### config.mk
export PLATFORM = sky130hd
export DESIGN_NAME = journal_log_tracker_unit
export DESIGN_NICKNAME = d
export VERILOG_FILES = /design/src/rtl/core/jlt_pkg.sv /design/src/rtl/core/jlt_cell.sv /design/src/rtl/core/journal_log_tracker_unit.sv
export VERILOG_INCLUDE_DIRS = /design/src /design/src/rtl/core
export SDC_FILE = /design/constraint.sdc
export NUM_CORES = 1
export LEC_CHECK = 0
export BUFFER_PORTS_ARGS = -buffer_cell sky130_fd_sc_hd__buf_2
export CAP_MARGIN = 40
export CELL_PAD_IN_SITES_DETAIL_PLACEMENT = 0
export CELL_PAD_IN_SITES_GLOBAL_PLACEMENT = 1
export CORE_MARGIN = 1
export CORE_UTILIZATION = 55
export CTS_BUF_LIST = sky130_fd_sc_hd__clkbuf_8
export DETAILED_ROUTE_END_ITERATION = 6
export PLACE_DENSITY = 0.86
export SETUP_SLACK_MARGIN = 0.2
export SLEW_MARGIN = 20
export SYNTH_ARGS = -nofsm -noshare
export SYNTH_HDL_FRONTEND = slang
export SYNTH_HIERARCHICAL = 1
export SYNTH_SLANG_ARGS = --single-unit
### constraint.sdc
create_clock -name clk_i -period 10.1 [get_ports clk_i]
set_input_delay 0.505 -clock clk_i [delete_from_list [all_inputs] [get_ports clk_i]]
set_output_delay 0.505 -clock clk_i [all_outputs]
set_load 0.05 [all_outputs]
### src/rtl/core/journal_log_tracker_unit_macros.svh
// Assertion macros shared by the journal log tracker RTL.
// Needs clk_i and rst_ni in the scope where a macro is used.
`ifndef JOURNAL_LOG_TRACKER_UNIT_MACROS_SVH
`define JOURNAL_LOG_TRACKER_UNIT_MACROS_SVH

`ifndef SYNTHESIS

// Same-cycle implication, checked while out of reset.
`define JLT_ASSERT_IMP(lbl, ant, cons) \
  lbl: assert property (@(posedge clk_i) disable iff (!rst_ni) (ant) |-> (cons)) \
    else $error("journal log tracker: implication check failed");

// Next-cycle implication, checked while out of reset.
`define JLT_ASSERT_NEXT(lbl, ant, cons) \
  lbl: assert property (@(posedge clk_i) disable iff (!rst_ni) (ant) |=> (cons)) \
    else $error("journal log tracker: next-cycle check failed");

`else

`define JLT_ASSERT_IMP(lbl, ant, cons)
`define JLT_ASSERT_NEXT(lbl, ant, cons)

`endif

`endif

### src/rtl/core/jlt_pkg.sv
// Shared types and codes for the journal log tracker.
// No dependencies; imported by the cell and the top level.
package jlt_pkg;

  localparam int unsigned BLK_W  = 24;
  localparam int unsigned SLOT_W = 5;

  // Request codes
  localparam logic [1:0] REQ_BEGIN = 2'd0;
  localparam logic [1:0] REQ_END   = 2'd1;
  localparam logic [1:0] REQ_WRITE = 2'd2;

  // Result status codes
  localparam logic [2:0] ST_OK       = 3'd0;
  localparam logic [2:0] ST_WAIT     = 3'd1;
  localparam logic [2:0] ST_TOO_BIG  = 3'd2;
  localparam logic [2:0] ST_OUTSIDE  = 3'd3;
  localparam logic [2:0] ST_NO_BEGIN = 3'd4;

  // Configuration register indexes
  localparam logic [1:0] CFG_LOG_START   = 2'd0;
  localparam logic [1:0] CFG_LOG_AREA    = 2'd1;
  localparam logic [1:0] CFG_PER_OP_RSV  = 2'd2;

  localparam logic [5:0] MAX_OPEN = 6'd63;

  // Per-cell control: rotate toward the head, or load the write key
  typedef struct packed {
    logic shift;
    logic load;
  } cell_ctrl_t;

endpackage

### src/rtl/core/jlt_cell.sv
// One entry of the logged-block ring.
// Depends on jlt_pkg for the control struct and the block width.
module jlt_cell
  import jlt_pkg::*;
(
  input  logic             clk_i,
  input  cell_ctrl_t       ctrl_i,
  input  logic [BLK_W-1:0] shift_data_i,
  input  logic [BLK_W-1:0] load_data_i,
  output logic [BLK_W-1:0] data_o
);

  logic [BLK_W-1:0] entry_d, entry_q;

  // Load wins over the ring shift: the slot being appended holds nothing yet
  always_comb begin
    entry_d = entry_q;
    if (ctrl_i.load) begin
      entry_d = load_data_i;
    end else if (ctrl_i.shift) begin
      entry_d = shift_data_i;
    end
  end

  always_ff @(posedge clk_i) begin
    entry_q <= entry_d;
  end

  assign data_o = entry_q;

endmodule

### src/rtl/core/journal_log_tracker_unit.sv
// Journal log tracker: begin/end/write bookkeeping over a ring of entry cells.
// Depends on jlt_pkg, jlt_cell and journal_log_tracker_unit_macros.svh.
//
// Usage:
//   Requests enter on the in_* valid/ready channel, one at a time; in_ready_o
//   is high whenever no request is in progress, even while a result still
//   sits in the output register. Results leave on the out_* valid/ready
//   channel through a single output register.
//   Begin, end without commit, errors and the unused code: the result is
//   registered in S_RESP, then moved to the output register once it is free.
//   Logged write: the ring of cells rotates one full turn past the compare
//   at the head cell, so the search length is fixed.
//   Commit: one result per entry, one per cycle while the receiver takes
//   them; the ring shifts one cell per emitted entry.
//   A stall on out_ready_i holds the output register and freezes the commit
//   shift; no result is dropped.
//   Reset clears the counts, the handshake state and the configuration
//   registers to their defaults; the entry cells are not cleared, since only
//   entries below the count are ever read.
//   Configuration writes on cfg_we_i take effect at once and are to be made
//   only while the block is idle.
module journal_log_tracker_unit
  import jlt_pkg::*;
#(
  parameter int unsigned LOG_ENTRIES = 32
) (
  input  logic                 clk_i,
  input  logic                 rst_ni,
  // configuration
  input  logic                 cfg_we_i,
  input  logic [1:0]           cfg_index_i,
  input  logic [BLK_W-1:0]     cfg_data_i,
  // request channel
  input  logic                 in_valid_i,
  output logic                 in_ready_o,
  input  logic [1:0]           req_type_i,
  input  logic [BLK_W-1:0]     block_number_i,
  // result channel
  output logic                 out_valid_o,
  input  logic                 out_ready_i,
  output logic [2:0]           status_o,
  output logic [SLOT_W-1:0]    slot_index_o,
  output logic                 newly_added_o,
  output logic                 commit_valid_o,
  output logic [BLK_W-1:0]     home_block_o,
  output logic [BLK_W-1:0]     log_block_o,
  output logic                 last_o
);

  `include "journal_log_tracker_unit_macros.svh"

  localparam int unsigned CW = $clog2(LOG_ENTRIES + 1);
  localparam int unsigned IW = (LOG_ENTRIES > 1) ? $clog2(LOG_ENTRIES) : 1;
  localparam int unsigned NW = 14;

  typedef enum logic [1:0] {
    S_IDLE,
    S_SEARCH,
    S_COMMIT,
    S_RESP
  } state_e;

  state_e            state_d, state_q;
  logic [CW-1:0]     count_d, count_q;
  logic [5:0]        open_d, open_q;
  logic [IW-1:0]     k_d, k_q;
  logic [BLK_W-1:0]  key_d, key_q;
  logic              found_d, found_q;
  logic [IW-1:0]     hit_d, hit_q;
  logic [2:0]        res_status_d, res_status_q;
  logic [SLOT_W-1:0] res_slot_d, res_slot_q;
  logic              res_added_d, res_added_q;

  logic [BLK_W-1:0]  start_d, start_q;
  logic [6:0]        area_d, area_q;
  logic [5:0]        rsv_d, rsv_q;

  logic              out_valid_d, out_valid_q;
  logic [2:0]        status_d, status_q;
  logic [SLOT_W-1:0] slot_d, slot_q;
  logic              added_d, added_q;
  logic              cv_d, cv_q;
  logic [BLK_W-1:0]  home_d, home_q;
  logic [BLK_W-1:0]  lb_d, lb_q;
  logic              last_d, last_q;

  logic [BLK_W-1:0]  cell_data [LOG_ENTRIES];
  cell_ctrl_t        cell_ctrl [LOG_ENTRIES];
  logic              ring_shift;
  logic              append;

  logic              in_xfer, out_free;
  logic [NW-1:0]     need;
  logic [6:0]        limit;
  logic              in_range, match, search_end, commit_last, emit;
  logic [BLK_W-1:0]  head;

  // Ring of entry cells: cell j takes its neighbor j+1, the last takes the head
  for (genvar j = 0; j < LOG_ENTRIES; j++) begin : g_cell
    localparam int unsigned NEXT = (j + 1) % LOG_ENTRIES;
    assign cell_ctrl[j].shift = ring_shift;
    assign cell_ctrl[j].load  = append && (count_q == CW'(j));
    jlt_cell u_cell (
      .clk_i        (clk_i),
      .ctrl_i       (cell_ctrl[j]),
      .shift_data_i (cell_data[NEXT]),
      .load_data_i  (key_q),
      .data_o       (cell_data[j])
    );
  end

  assign head     = cell_data[0];
  assign in_xfer  = in_valid_i && in_ready_o;
  assign out_free = !out_valid_q || out_ready_i;

  assign need  = NW'(count_q) + NW'(open_q + 6'd1 == 6'd0 ? 7'd64 : {1'b0, open_q} + 7'd1)
               * NW'(rsv_q);
  assign limit = (area_q == 7'd0) ? 7'd0 : area_q - 7'd1;

  assign in_range    = CW'(k_q) < count_q;
  assign match       = in_range && (head == key_q);
  assign search_end  = (state_q == S_SEARCH) && (k_q == IW'(LOG_ENTRIES - 1));
  assign commit_last = (CW'(k_q) + CW'(1)) == count_q;
  assign emit        = (state_q == S_COMMIT) && out_free;

  assign ring_shift = (state_q == S_SEARCH) || emit;
  assign append     = search_end && !found_q && !match;

  always_comb begin
    state_d      = state_q;
    count_d      = count_q;
    open_d       = open_q;
    k_d          = k_q;
    key_d        = key_q;
    found_d      = found_q;
    hit_d        = hit_q;
    res_status_d = res_status_q;
    res_slot_d   = res_slot_q;
    res_added_d  = res_added_q;
    start_d      = start_q;
    area_d       = area_q;
    rsv_d        = rsv_q;
    out_valid_d  = out_valid_q;
    status_d     = status_q;
    slot_d       = slot_q;
    added_d      = added_q;
    cv_d         = cv_q;
    home_d       = home_q;
    lb_d         = lb_q;
    last_d       = last_q;

    if (out_valid_q && out_ready_i) begin
      out_valid_d = 1'b0;
    end

    if (cfg_we_i) begin
      case (cfg_index_i)
        CFG_LOG_START:  start_d = cfg_data_i;
        CFG_LOG_AREA:   area_d  = cfg_data_i[6:0];
        CFG_PER_OP_RSV: rsv_d   = cfg_data_i[5:0];
        default: ;
      endcase
    end

    case (state_q)
      S_IDLE: begin
        if (in_xfer) begin
          res_status_d = ST_OK;
          res_slot_d   = '0;
          res_added_d  = 1'b0;
          state_d      = S_RESP;
          case (req_type_i)
            REQ_BEGIN: begin
              if (need > NW'(LOG_ENTRIES) || open_q >= MAX_OPEN) begin
                res_status_d = ST_WAIT;
              end else begin
                open_d = open_q + 6'd1;
              end
            end
            REQ_WRITE: begin
              if (count_q >= CW'(LOG_ENTRIES) || 7'(count_q) >= limit) begin
                res_status_d = ST_TOO_BIG;
              end else if (open_q == 6'd0) begin
                res_status_d = ST_OUTSIDE;
              end else begin
                key_d   = block_number_i;
                k_d     = '0;
                found_d = 1'b0;
                state_d = S_SEARCH;
              end
            end
            REQ_END: begin
              if (open_q == 6'd0) begin
                res_status_d = ST_NO_BEGIN;
              end else begin
                open_d = open_q - 6'd1;
                if (open_q == 6'd1 && count_q != '0) begin
                  k_d     = '0;
                  state_d = S_COMMIT;
                end
              end
            end
            default: ;
          endcase
        end
      end

      S_SEARCH: begin
        // head holds entry k after k rotations; keep the first match
        if (match && !found_q) begin
          found_d = 1'b1;
          hit_d   = k_q;
        end
        k_d = k_q + IW'(1);
        if (search_end) begin
          res_status_d = ST_OK;
          if (found_q || match) begin
            res_slot_d  = SLOT_W'(found_q ? hit_q : k_q);
            res_added_d = 1'b0;
          end else begin
            res_slot_d  = SLOT_W'(count_q);
            res_added_d = 1'b1;
            count_d     = count_q + CW'(1);
          end
          state_d = S_RESP;
        end
      end

      S_COMMIT: begin
        if (emit) begin
          out_valid_d = 1'b1;
          status_d    = ST_OK;
          slot_d      = SLOT_W'(k_q);
          added_d     = 1'b0;
          cv_d        = 1'b1;
          home_d      = head;
          lb_d        = start_q + BLK_W'(k_q) + BLK_W'(1);
          last_d      = commit_last;
          k_d         = k_q + IW'(1);
          if (commit_last) begin
            count_d = '0;
            state_d = S_IDLE;
          end
        end
      end

      S_RESP: begin
        if (out_free) begin
          out_valid_d = 1'b1;
          status_d    = res_status_q;
          slot_d      = res_slot_q;
          added_d     = res_added_q;
          cv_d        = 1'b0;
          home_d      = '0;
          lb_d        = '0;
          last_d      = 1'b1;
          state_d     = S_IDLE;
        end
      end

      default: state_d = S_IDLE;
    endcase
  end

  always_ff @(posedge clk_i or negedge rst_ni) begin
    if (!rst_ni) begin
      state_q      <= S_IDLE;
      count_q      <= '0;
      open_q       <= '0;
      k_q          <= '0;
      key_q        <= '0;
      found_q      <= 1'b0;
      hit_q        <= '0;
      res_status_q <= ST_OK;
      res_slot_q   <= '0;
      res_added_q  <= 1'b0;
      start_q      <= 24'd2;
      area_q       <= 7'd33;
      rsv_q        <= 6'd10;
      out_valid_q  <= 1'b0;
      status_q     <= ST_OK;
      slot_q       <= '0;
      added_q      <= 1'b0;
      cv_q         <= 1'b0;
      home_q       <= '0;
      lb_q         <= '0;
      last_q       <= 1'b0;
    end else begin
      state_q      <= state_d;
      count_q      <= count_d;
      open_q       <= open_d;
      k_q          <= k_d;
      key_q        <= key_d;
      found_q      <= found_d;
      hit_q        <= hit_d;
      res_status_q <= res_status_d;
      res_slot_q   <= res_slot_d;
      res_added_q  <= res_added_d;
      start_q      <= start_d;
      area_q       <= area_d;
      rsv_q        <= rsv_d;
      out_valid_q  <= out_valid_d;
      status_q     <= status_d;
      slot_q       <= slot_d;
      added_q      <= added_d;
      cv_q         <= cv_d;
      home_q       <= home_d;
      lb_q         <= lb_d;
      last_q       <= last_d;
    end
  end

  assign in_ready_o     = (state_q == S_IDLE);
  assign out_valid_o    = out_valid_q;
  assign status_o       = status_q;
  assign slot_index_o   = slot_q;
  assign newly_added_o  = added_q;
  assign commit_valid_o = cv_q;
  assign home_block_o   = home_q;
  assign log_block_o    = lb_q;
  assign last_o         = last_q;

  // Table never holds more than the ring has cells
  `JLT_ASSERT_IMP(a_count_bound, 1'b1, count_q <= CW'(LOG_ENTRIES))
  // Commit runs only on a non-empty table with every operation closed
  `JLT_ASSERT_IMP(a_commit_ctx, state_q == S_COMMIT, count_q != '0 && open_q == 6'd0)
  // The final commit entry empties the table and frees the request side
  `JLT_ASSERT_NEXT(a_commit_end, emit && commit_last, count_q == '0 && in_ready_o)
  // Every transfer starts work, so the request side is not ready in the cycle after it
  `JLT_ASSERT_NEXT(a_one_at_a_time, in_xfer, !in_ready_o)

endmodule

# --- Word-level counts from Yosys, hierarchy flattened ---
# Index checks and enable logic that the tools add are counted.
word_totals:
  register_bits: 923
  in_bits: 57
  output_inout_bits: 61
op_classes:
  n_addsub: 10
  multipliers: 1
  order_cmp: 5
  eq_ne: 59
  mux: 140
  bitwise: 2
  n_reduce_logical: 106
ops:
  columns: ["operator", "n"]
  rows:
  - ["24-bit 2-to-1 mux", 67]
  - ["6-bit by 5-bit equality test with 1-bit output (second input constant)", 16]
  - ["24-bit case mux with 2 select lines", 2]
  - ["2-bit nonzero test", 36]
  - ["5-bit 2-to-1 mux", 12]
  - ["6-bit by 4-bit equality test with 1-bit output (second input constant)", 8]
  - ["1-bit logical AND", 41]
  - ["6-bit 2-to-1 mux", 6]
  - ["5-bit case mux with 2 select lines", 3]
  - ["24-bit by 1-bit adder with 24-bit output (second input constant)", 1]
  - ["24-bit by 5-bit adder with 24-bit output", 1]
  - ["24-bit equality test", 1]
  - ["6-bit by 3-bit equality test with 1-bit output (second input constant)", 4]
  - ["6-bit case mux with 2 select lines", 2]
  - ["1-bit 2-to-1 mux", 20]
  - ["5-bit AND reduction", 4]
  - ["6-bit logical NOT", 3]
  - ["2-bit 2-to-1 mux", 9]
  - ["2-bit != test (second input constant)", 9]
  - ["3-bit 2-to-1 mux", 5]
  - ["5-bit case mux with 3 select lines", 1]
  - ["6-bit by 13-bit adder with 14-bit output", 1]
  - ["14-bit by 6-bit > comparator with 1-bit output (second input constant)", 1]
  - ["7-bit 2-to-1 mux", 2]
  - ["other kinds (35)", 68]

# --- Logic depth before layout (Yosys ltp) ---
# Gate-level depths: netlist (run 1).
depth:
  depth_word: 11
  depth_mapped: 23
  mapped_depth_nobuf: 23

# --- By module ---
# Netlist (run 1), hierarchy kept.
by_module_without_submodules:
  columns: ["module", "instances", "cells_per_inst", "area_each_um2", "seq_area_each_um2"]
  rows:
  - ["jlt_cell", 32, 52, 1119.8, 720.7]
  - ["journal_log_tracker_unit", 1, 1045, 10136.0, 3885.0]

# --- Worst setup path before layout (run 1) ---
# Ideal clock, no wire load.
synth_timing:
  kind: "flip-flop to flip-flop"
  start: "reg open_q[1]"
  end: "reg open_q[5]"
  arrival_time_ps: 5535
  t_required_ps: 9976
  path_slack_ps: 4441
  stages_incl_launch_ff: 23
  path_buffers: 0
  synth_period_minus_slack_ps: 5659
  cell_sequence: "dfrtp_1 > ha_1 > and2_1 > nand2_1 > xor2_1 > a41oi_1 > nand2_1 > fa_1 > fa_1 > inv_1 > fa_1 > inv_1 > fa_1 > inv_1 > ha_1 > a21o_1 > a221oi_2 > xnor2_1 > a211oi_2 > nand4_1 > or2_1 > o311a_1 > a211o_1"
synth_between:
  elab_chain_cells: 9
  word_cells_on_any_way: 17
  cone_classes: "add/sub: 4; mul: 1; order compare: 2; eq/ne: 2; mux: 4; reduce/logical: 4"
synth_rtl:
  columns: ["element", "line", "text"]
  rows:
  - ["start, declared", "journal_log_tracker_unit.sv:65", "logic [5:0] open_d, open_q;"]
  - ["start signal, assigned", "journal_log_tracker_unit.sv:291", "open_q <= open_d;"]
  - ["6-bit by 1-bit adder with 6-bit output", "journal_log_tracker_unit.sv:116, journal_log_tracker_unit.sv:177", null]
  - ["6-bit logical NOT", "journal_log_tracker_unit.sv:116", "assign need = NW'(count_q) + NW'(open_q + 6'd1 == 6'd0 ? 7'd64 : {1'b0, open_q} + 7'd1)"]
  - ["7-bit 2-to-1 mux", "journal_log_tracker_unit.sv:116", null]
  - ["7-bit by 6-bit multiplier with 13-bit output", "journal_log_tracker_unit.sv:117", "* NW'(rsv_q);"]
  - ["6-bit by 13-bit adder with 14-bit output", "journal_log_tracker_unit.sv:116", null]
  - ["14-bit by 6-bit > comparator with 1-bit output", "journal_log_tracker_unit.sv:174", "if (need > NW'(LOG_ENTRIES) || open_q >= MAX_OPEN) begin"]
  - ["1-bit logical OR", "journal_log_tracker_unit.sv:174", null]
  - ["2-bit != test (no source line)", null, null]
  - ["5-bit AND reduction (no source line)", null, null]
# Several ways; a longest one is shown, not always the timed one. The select of a mux whose other input is x is not followed.
# A chain may end at the register's enable or synchronous reset.

# --- Worst setup path after layout (run 1) ---
layout_timing:
  start: "reg open_q[0]"
  end: "reg open_q[5]"
# The elaborated chain is that of the path after synthesis.

==> results of run 1 <==
==> worst register-to-register path, delay by kind of cell, from the launching register on <==
family,cells,cell delay [ns]
adders and majority gates,6,2.50
DFF,1,0.57
AOI/OAI and AO/OA,6,1.77
and+or+nand+nor,5,1.05
buffers and inverters,3,0.14
xor gates and xnor gates,2,0.57
==> how the worst max path moves through the flow <==
stage                     cells past startpoint        end
after global placement                       22  open_q[5]
final                                        22  open_q[5]
after detailed placement                     22  open_q[5]
after global routing                         22  open_q[4]
after floorplan                              22  open_q[5]
after CTS                                    22  open_q[5]
==> per-stage QoR <==
step | std cells | util (%) | total power, mW | area [sq um] | setup slack (ns)
after floorplan | 2709 | - | 8.24 | 46000 | 4.44
after CTS | 4171 | 61.5 | 13.3 | 50600 | 3.40
final | 4175 | 61.5 | 13.3 | 50700 | 3.39
after global routing | 4175 | 61.5 | 13.9 | 50700 | 2.92
after global placement | 3823 | 56.7 | 9.65 | 46700 | 3.63
after detailed placement | 3857 | 57.4 | 10.1 | 47300 | 3.40
==> sequential cells by signal, summed over array words and instances (netlist names), 2 cells and up <==
register              count
rsv_q                     6
log_block_o              24
count_q                   6
res_slot_q                5
home_block_o             24
hit_q                     5
slot_index_o              5
area_q                    7
g_cell.u_cell/data_o    768
start_q                  24
open_q                    6
status_o                  3
state_q                   2
k_q                       5
res_status_q              3
key_q                    24
==> final cells by class <==
class / instances / area (sq um)
clock buffer: 168 / 2310
tap: 1070 / 1340
timing repair buffer: 270 / 2210
antenna: 3 / 7.51
inverter: 54 / 203
clock inverter: 97 / 551
sequential: 923 / 26900
fill: 5720 / 31700
multi-input combinational: 1590 / 17100
==> layout by cell type, fill, tap and decap left out, types with 12 or more instances in the layout <==
master and instances:
sky130_fd_sc_hd__nor2_2 33, sky130_fd_sc_hd__clkinv_2 15, sky130_fd_sc_hd__nor2_1 31, sky130_fd_sc_hd__fa_1 25
sky130_fd_sc_hd__clkbuf_8 168, sky130_fd_sc_hd__nand3_1 74, sky130_fd_sc_hd__nor2b_1 29, sky130_fd_sc_hd__ha_1 71
sky130_fd_sc_hd__xor2_1 36, sky130_fd_sc_hd__or2_1 33, sky130_fd_sc_hd__inv_1 97, sky130_fd_sc_hd__nand2_1 122
sky130_fd_sc_hd__buf_2 116, sky130_fd_sc_hd__mux2i_1 18, sky130_fd_sc_hd__mux2_2 219, sky130_fd_sc_hd__dfrtp_1 150
sky130_fd_sc_hd__a21oi_1 13, sky130_fd_sc_hd__nand2b_1 15, sky130_fd_sc_hd__xnor2_1 30, sky130_fd_sc_hd__buf_4 68
sky130_fd_sc_hd__and2_1 18, sky130_fd_sc_hd__o21ai_0 66, sky130_fd_sc_hd__mux2_4 613, sky130_fd_sc_hd__dlygate4sd3_1 49
sky130_fd_sc_hd__buf_8 27, sky130_fd_sc_hd__clkinv_1 21, sky130_fd_sc_hd__nand4_1 12, sky130_fd_sc_hd__edfxtp_1 768
==> power groups by stage <==
stage / logic [mW] / registers, mW / clock network [mW]
2_1_floorplan: 2.53 / 5.71 / 0
3_3_place_gp: 4.43 / 5.21 / 0
3_5_place_dp: 4.96 / 5.17 / 0
4_1_cts: 5.00 / 5.10 / 3.19
5_1_grt: 5.42 / 5.13 / 3.34
6_report: 5.03 / 5.11 / 3.12
==> cells by family after synthesis <==
logic type | after synthesis | synth area share [%]
xor+xnor | 66 | 1.26
fa+ha+maj | 96 | 3.02
buf+inv | 196 | 4.40
simple gates | 421 | 4.62
compound gates | 157 | 2.31
mux | 850 | 25.8
flops | 923 | 58.6
==> metal layers <==
layer	wire (um)	track usage, %
met1	45200	34.8
met2	46300	36.6
met3	7260	4.73
met4	1960	7.12
met5	0	0
==> timing repair <==
item                                    CTS  global route
hold endpoints to repair                125             0
resized for setup                         0             0
endpoints found under the setup margin    0             0
hold buffers                             49             0
setup buffers                             0             0
==> flow_results.org, run 1 <==
** Timing
- Tmin final :: ~6.7 ns
- Setup repair after global routing left no endpoint under its margin.
- At the pin with the least slew margin, the transition time is 0.834 ns.
- The hold violation total from the final report is 0.
- The final-report max-slew violation count came to 0.
- Static timing analysis puts the maximum clock frequency at between 100 and 150 MHz.
- In the finished design, the share of the clock period the worst path needs comes to about 66%.
- Max-slew headroom :: 44.3%
- Summed over all failing endpoints, the final setup total negative slack is 0 ns.
- Setup violations remaining at the end of the flow were counted as 0.
- Hold is met by 0.0999 ns.
- Setup clock skew after layout :: 0.0507 ns

** Placed design
- Count of buffers inserted at the top-level ports :: between 100 and 150
- The congestion estimate from routability-driven global placement came to approximately 0.86.
- Detailed placement HPWL :: between 60000 and 70000 um

** Run status
- Status :: finished with violations
- The checks that failed: DRC.

** Power
- Clk network pwr share :: around a quarter
- Maximum vdd ir drop :: roughly 0.30 mV
- The share of total power dissipated in combinational logic is about 38%.
- For this design the total switching power over the nets is 5.26 mW.
- Power spread over the standard cell area amounts to 262 mW/mm^2.
- Switching share of power :: approximately two fifths
- Internal :: about 8 mW
- Reg power frac :: 38.5%
- For this design the static power due to leakage is roughly 17 nW.

** Detailed routing
- In the final routed layout, each cell accounts on average for around 24 um.
- Using the TritonRoute via totals, the vias-per-cell ratio works out to 5.85.
- DRT Pass-1 Iters :: 7
- For this block, the via count after detailed routing is 24443.
- Count of nets left with antenna violations after detail routing :: 0
- Residual DRC count :: 4
- Wires add up to about 100000 um.
- Drt initial violations :: roughly 2100

** Synthesis
- Top_reg_cell synth :: sky130_fd_sc_hd__edfxtp_1
- After synthesis, the cell types taking the most area are sky130_fd_sc_hd__edfxtp_1 50%, sky130_fd_sc_hd__mux2_4 20%, sky130_fd_sc_hd__dfrtp_1 8.2%, sky130_fd_sc_hd__mux2_2 5.4%, sky130_fd_sc_hd__buf_12 2.8%.
- Post-Synthesis Net Count :: ~2900
- Async SR Flop Fraction :: between 10% and 20%
- Yosys printed 6 warnings.
- Most frequently used cell type in the post-synthesis netlist :: sky130_fd_sc_hd__edfxtp_1
- The synthesized design devotes to its leading area cell type approximately half of total area.
- The share of the Yosys chip area taken by registers is approximately 59%.
- Synth top cells by count :: 768 x sky130_fd_sc_hd__edfxtp_1, 613 x sky130_fd_sc_hd__mux2_4, 219 x sky130_fd_sc_hd__mux2_2
- After synthesis the cells add up to roughly 0.046 sq mm.
- The largest total area in the synthesized netlist belongs to sky130_fd_sc_hd__edfxtp_1.
- Syn Area/Cell :: 17.0 sq um
- Number of flops mapped to enable cells by yosys :: about 770
- Count of mapped cells out of synthesis :: 2709
- Number of flip-flops and latches in the synthesized netlist :: between 900 and 1000
- After synthesis, the netlist uses 75 different library cells.

** Clock tree
- Number of CTS-inserted buffers :: 150
- After clock tree synthesis, the clock-pin slew on the worst setup and hold paths is roughly 0.060 ns.
- In this run the deepest clock path goes through 3 buffers.
- In this run the number of H-tree levels came out at 4.
- TritonCTS clock tree :: built
- CTS Root Cell :: sky130_fd_sc_hd__clkbuf_8
- Clock tree synthesis found a total of 923 sinks.
- Source-to-sink clock delay at the later pin of the worst-skew pair :: roughly 0.82 ns

** Floorplan
- Measured along the y axis, the die boundary spans between 200 and 300 um.
- The floorplan has 105 rows.
- The die covers about 0.085 sq mm.
- Initial Utilization :: 55.8%
- Number of top-level pins :: 118
- Measured along the x axis, the die boundary spans slightly below 300 um.
- The core region is between 0.08 and 0.09 sq mm.

** Setup path
- Walking the worst path, the cells encountered are ha_1 > and2_1 > nand2_1 > xor2_1 > a41oi_1 > nand2_1 > fa_1 > fa_1 > inv_1 > fa_1 > inv_1 > fa_1 > inv_1 > ha_1 > a21o_1 > a221oi_2 > xnor2_1 > a211oi_2 > nand4_1 > or2_1 > o311a_1 > a211o_1.
- Number of buffers and inverters on the critical path :: 3
- Destination of the worst register-to-register timing path :: open_q[5]
- Worst Setup End Kind :: register
- In this design, the stage delay of the slowest critical-path cell is 0.57 ns.
- Among cell families on the critical path, the largest total delay comes from adder cells.
- Data arrival time of the critical path :: roughly 7.4 ns
- Across all register-to-register paths, the minimum setup slack is 3.39 ns.
- Max FO, Critical Path :: 11
- The slowest stage of the critical path is the sky130_fd_sc_hd__dfrtp_1 cell.
- Startpoint of the worst-slack reg-to-reg timing path :: open_q[0]
- STA classifies the critical path startpoint as a register.
- For the worst setup path, the data required time is around 11 ns.
- The number of cells on the worst reg-to-reg path is 22.
- In this run the worst setup path begins at open_q[0].
- The critical path is of the reg2reg type.
- Most common cell type on the critical path :: sky130_fd_sc_hd__fa_1

** Global routing
- Entering global routing, the biggest net connects between 90 and 100 pins.
- Number of global-route vias before repair :: 25396
- Global routing finished with a remaining overflow of 0.
- Wire length of the first global-routing pass :: between 150000 and 200000 um
- Combined global-route utilization of all metal layers :: a little under a quarter
- The number of antenna violations at the first check in global routing is 1.

** Worst hold path
- HP Class :: in2reg
- For hold timing, the worst endpoint is found_q.
- Hold Startpoint :: in_valid_i
- Instance count along the most critical hold path :: 3

** Layout
- Share of post-route cells with drive strength above 1 :: between 40% and 50%
- The net count of the finished layout is between 3000 and 4000.
- Synthesis-to-layout area growth :: 10.2%

** Run
- Max-cap violations in this run came to 0.
Power figures use the tool's default switching activity.
==> inputs of run 2 (changes only) <==
==> constraint.sdc (replaced) <==
create_clock -name clk_i -period 6.9 [get_ports clk_i]
set_input_delay 0.345 -clock clk_i [delete_from_list [all_inputs] [get_ports clk_i]]
set_output_delay 0.345 -clock clk_i [all_outputs]
set_load 0.05 [all_outputs]
==> run 2 against run 1 <==
The run still ends with DRC left. Clock power up 44%. Total power up 47%. Worst setup slack worse by 2.9 ns. Register-to-register slack worse by 2.9 ns. Sequential power up 47%. Clock-buffer cell count down 4. Critical path depth up 1. Fmax up 5.3%. Cell count up 0.22%. Critical endpoint unchanged.
==> flow_results.org, run 2 (same netlist as run 1, synthesis figures left out) <==
** Layout
- Leading cell types in the layout, fill and taps excluded :: 768 x sky130_fd_sc_hd__edfxtp_1, 613 x sky130_fd_sc_hd__mux2_4, 219 x sky130_fd_sc_hd__mux2_2, 164 x sky130_fd_sc_hd__clkbuf_8, 149 x sky130_fd_sc_hd__dfrtp_1
- Leaving out fill and tap cells, the most frequent cell in the layout is sky130_fd_sc_hd__edfxtp_1.
- After filler insertion, the fill cell instance count of the layout stands at between 5000 and 6000.
- The register with the most flip-flops in the layout has between 700 and 800 of them.
- Synthesis-to-layout area growth :: 10.3%
- Final-stage net count :: approximately 3100
- Cells with a size suffix above 1 make up a little over two fifths of the layout.

** Setup path
- Cell family contributing the most delay on the critical path :: adder cells
- Together, buffers and inverters on the worst path number 4.
- STA classifies the critical path endpoint as a register.
- Slowest Stage Delay on Critical Path :: a little under 0.5 ns
- For this design, the slowest cell found on the critical path is sky130_fd_sc_hd__fa_1.
- Counting cells, the worst reg-to-reg path comes to 23.
- The setup path with the least slack is of type reg2reg.
- Startpoint Class :: register
- Data on the critical path is required at its endpoint by ~7.6 ns.
- In this run the register-to-register setup slack is roughly 0.53 ns.
- Of all nets on the critical path, the largest fanout is 11.
- Crit path depth :: 23
- Traced cell by cell, the critical path runs through ha_1 > and2_2 > nand2_1 > xor2_1 > buf_4 > a41oi_2 > nand2_1 > fa_1 > fa_1 > inv_1 > fa_1 > inv_1 > fa_1 > inv_1 > ha_1 > a21o_1 > a221oi_4 > xnor2_1 > a211oi_2 > nand4_1 > or2_1 > o311a_1 > a211o_1.
- Most common cell type on the critical path :: sky130_fd_sc_hd__fa_1
- The endpoint identified for the worst register-to-register timing path is open_q[5].
- Data on the critical path arrives at its endpoint at ~7 ns.
- The startpoint identified for the worst register-to-register timing path is open_q[0].

** Floorplan
- Die outline width :: a little under 300 um
- Placeable core region :: about 0.08 sq mm
- DIE AREA :: 0.0847 sq mm
- In this run the vertical extent of the chip is 291 um.
- In this run the core area contains between 100 and 150 standard-cell rows.
- Number of top-level pins :: between 100 and 150
- For this configuration, the core starts out at a cell density of between 50 and 60%.

** Global routing
- Pin count of the biggest net entering global routing :: between 80 and 90
- Wire length of the first global-routing pass :: around 160000 um
- The number of antenna violations at the first check in global routing was 3.
- Global routing used between 20% and 30% of the available tracks across all layers.
- Number of global-route vias before repair :: 25391
- For this run the aggregate overflow at the end of global routing stands at 0.

** Power
- Cell internal power was estimated by the tool at between 10 and 15 mW.
- Summing internal, switching and leakage power gives slightly below 20 mW.
- Net load switching power :: 7.78 mW
- VDD sags by at most between 0.3 and 0.4 mV.
- Power density cells :: approximately 380 mW/mm^2
- Combinational logic is responsible for a little under two fifths of the overall power.
- Static Leakage :: ~18 nW
- Sequential cells account for 38.6% of the total power.
- Clk network pwr share :: between 20% and 30%
- Of the total power, the share spent switching nets is around 40%.

** Detailed routing
- After detailed routing, the number of remaining DRC violations is 3.
- Total wirelength of the detailed-routed design :: 103000 um
- Routed wire length per instance :: between 20 and 25 um
- Drt initial violations :: between 2000 and 2500
- Before antenna repair, the detailed router went through 7 iterations.
- Count of nets left with antenna violations after detail routing :: 0
- Dividing the detail-routed via count by the number of cells gives around 5.9.
- Summing over every cut layer, the via total after detailed routing is roughly 25000.

** Placed design
- Count of buffers inserted at the top-level ports :: roughly 120
- Placer's final routability congestion estimate :: 0.845
- Pre-CTS WS :: 0.307 ns
- After legalization and detailed placement, the total HPWL measured about 64000 um.

** Timing
- Max-slew headroom :: between 40% and 50%
- Total negative setup slack :: 0 ns
- Setup repair after global routing left no endpoint under its margin.
- Period utilisation layout :: 92.3%
- Tmin final :: 6.37 ns
- Max Slew Vio Count :: 0
- Timing would allow up to between 150 and 200 MHz.
- Setup violations remaining at the end of the flow were counted as 0.
- Count of endpoints failing hold in the final timing report :: 0
- Worst setup slack after layout :: roughly 0.53 ns
- Setup clock skew after layout :: between 0.06 and 0.07 ns
- Tightest Pin Transition :: ~0.83 ns

** Clock tree
- Once the clock tree was built, the setup fixing pass inserted 0 buffers.
- CTS Root Cell :: sky130_fd_sc_hd__clkbuf_8
- After clock tree synthesis, the clock-pin slew on the worst setup and hold paths is ~0.070 ns.
- Source-to-sink clock delay at the later pin of the worst-skew pair :: ~0.83 ns
- The longest clock path from root to sink contains 3 buffers.
- Number of CTS-inserted buffers :: 150
- The clock net in this run drives a total of between 900 and 1000 sinks.
- The H-tree was split into 4 levels.
- TritonCTS clock tree :: built

** Run status
- The final reports fail on DRC.
- The flow ran to the end, but the final reports show violations.

** Worst hold path
- The worst hold path belongs to the class in2async.

** Run
- Max-cap violations in this run came to 0.
-- run 2: cell count changes in the layout (fill, tap and decap cells not counted), moves of 3 or more --
cell	before	now
sky130_fd_sc_hd__clkinv_1	21	25
sky130_fd_sc_hd__inv_1	97	114
sky130_fd_sc_hd__clkinvlp_4	7	2
sky130_fd_sc_hd__clkbuf_8	168	164
sky130_fd_sc_hd__buf_16	6	9
-- run 2: final cells by class --
class	instances	area, sq um	area share, %
Antenna cell	1	2.50	0.00494
Clock inverter	112	577	1.14
Sequential cell	923	26900	53.2
Multi-Input combinational cell	1590	17100	33.8
Timing Repair Buffer	270	2240	4.41
Clock buffer	164	2260	4.45
Tap cell	1070	1340	2.64
Inverter	54	203	0.400
-- run 2: worst max path at each step --
stage | endpoint | from
floorplan | open_q[5] | open_q[1]
global placement | open_q[5] | open_q[0]
detailed placement | open_q[5] | open_q[0]
CTS | open_q[4] | open_q[0]
global route | open_q[5] | open_q[0]
finish | open_q[5] | open_q[0]
-- run 2: power by group through the flow --
stage	clock network, mW	logic [mW]	registers, mW
floorplan	0	3.71	8.35
global placement	0	6.49	7.66
detailed placement	0	7.24	7.59
CTS	4.59	7.30	7.48
global route	4.85	8.03	7.53
finish	4.50	7.43	7.49
-- run 2: through the flow --
step	instances	area [sq um]	hold slack, ns	util (%)
after floorplan	2709	46000	0.0494	-
after global placement	3822	46700	0.442	56.7
after detailed placement	3855	47300	0.458	57.4
after CTS	4181	50600	0.0341	61.4
after global routing	4184	50700	0.0109	61.5
final	4184	50700	0.0275	61.5
-- run 2: layer usage --
layer,track usage [%],wire [um],vias to the layer above
li1,-,-,10755
met1,34.6,45000,12576
met2,36.7,46700,1021
met3,6.80,8950,175
met4,7.70,2360,2
met5,0,13,-
-- run 2: what timing repair did --
item | CTS | global route
gates resized for setup | 0 | 5
setup endpoints to repair | 0 | 7
hold buffers | 50 | 0
endpoints found under the hold margin | 144 | 0
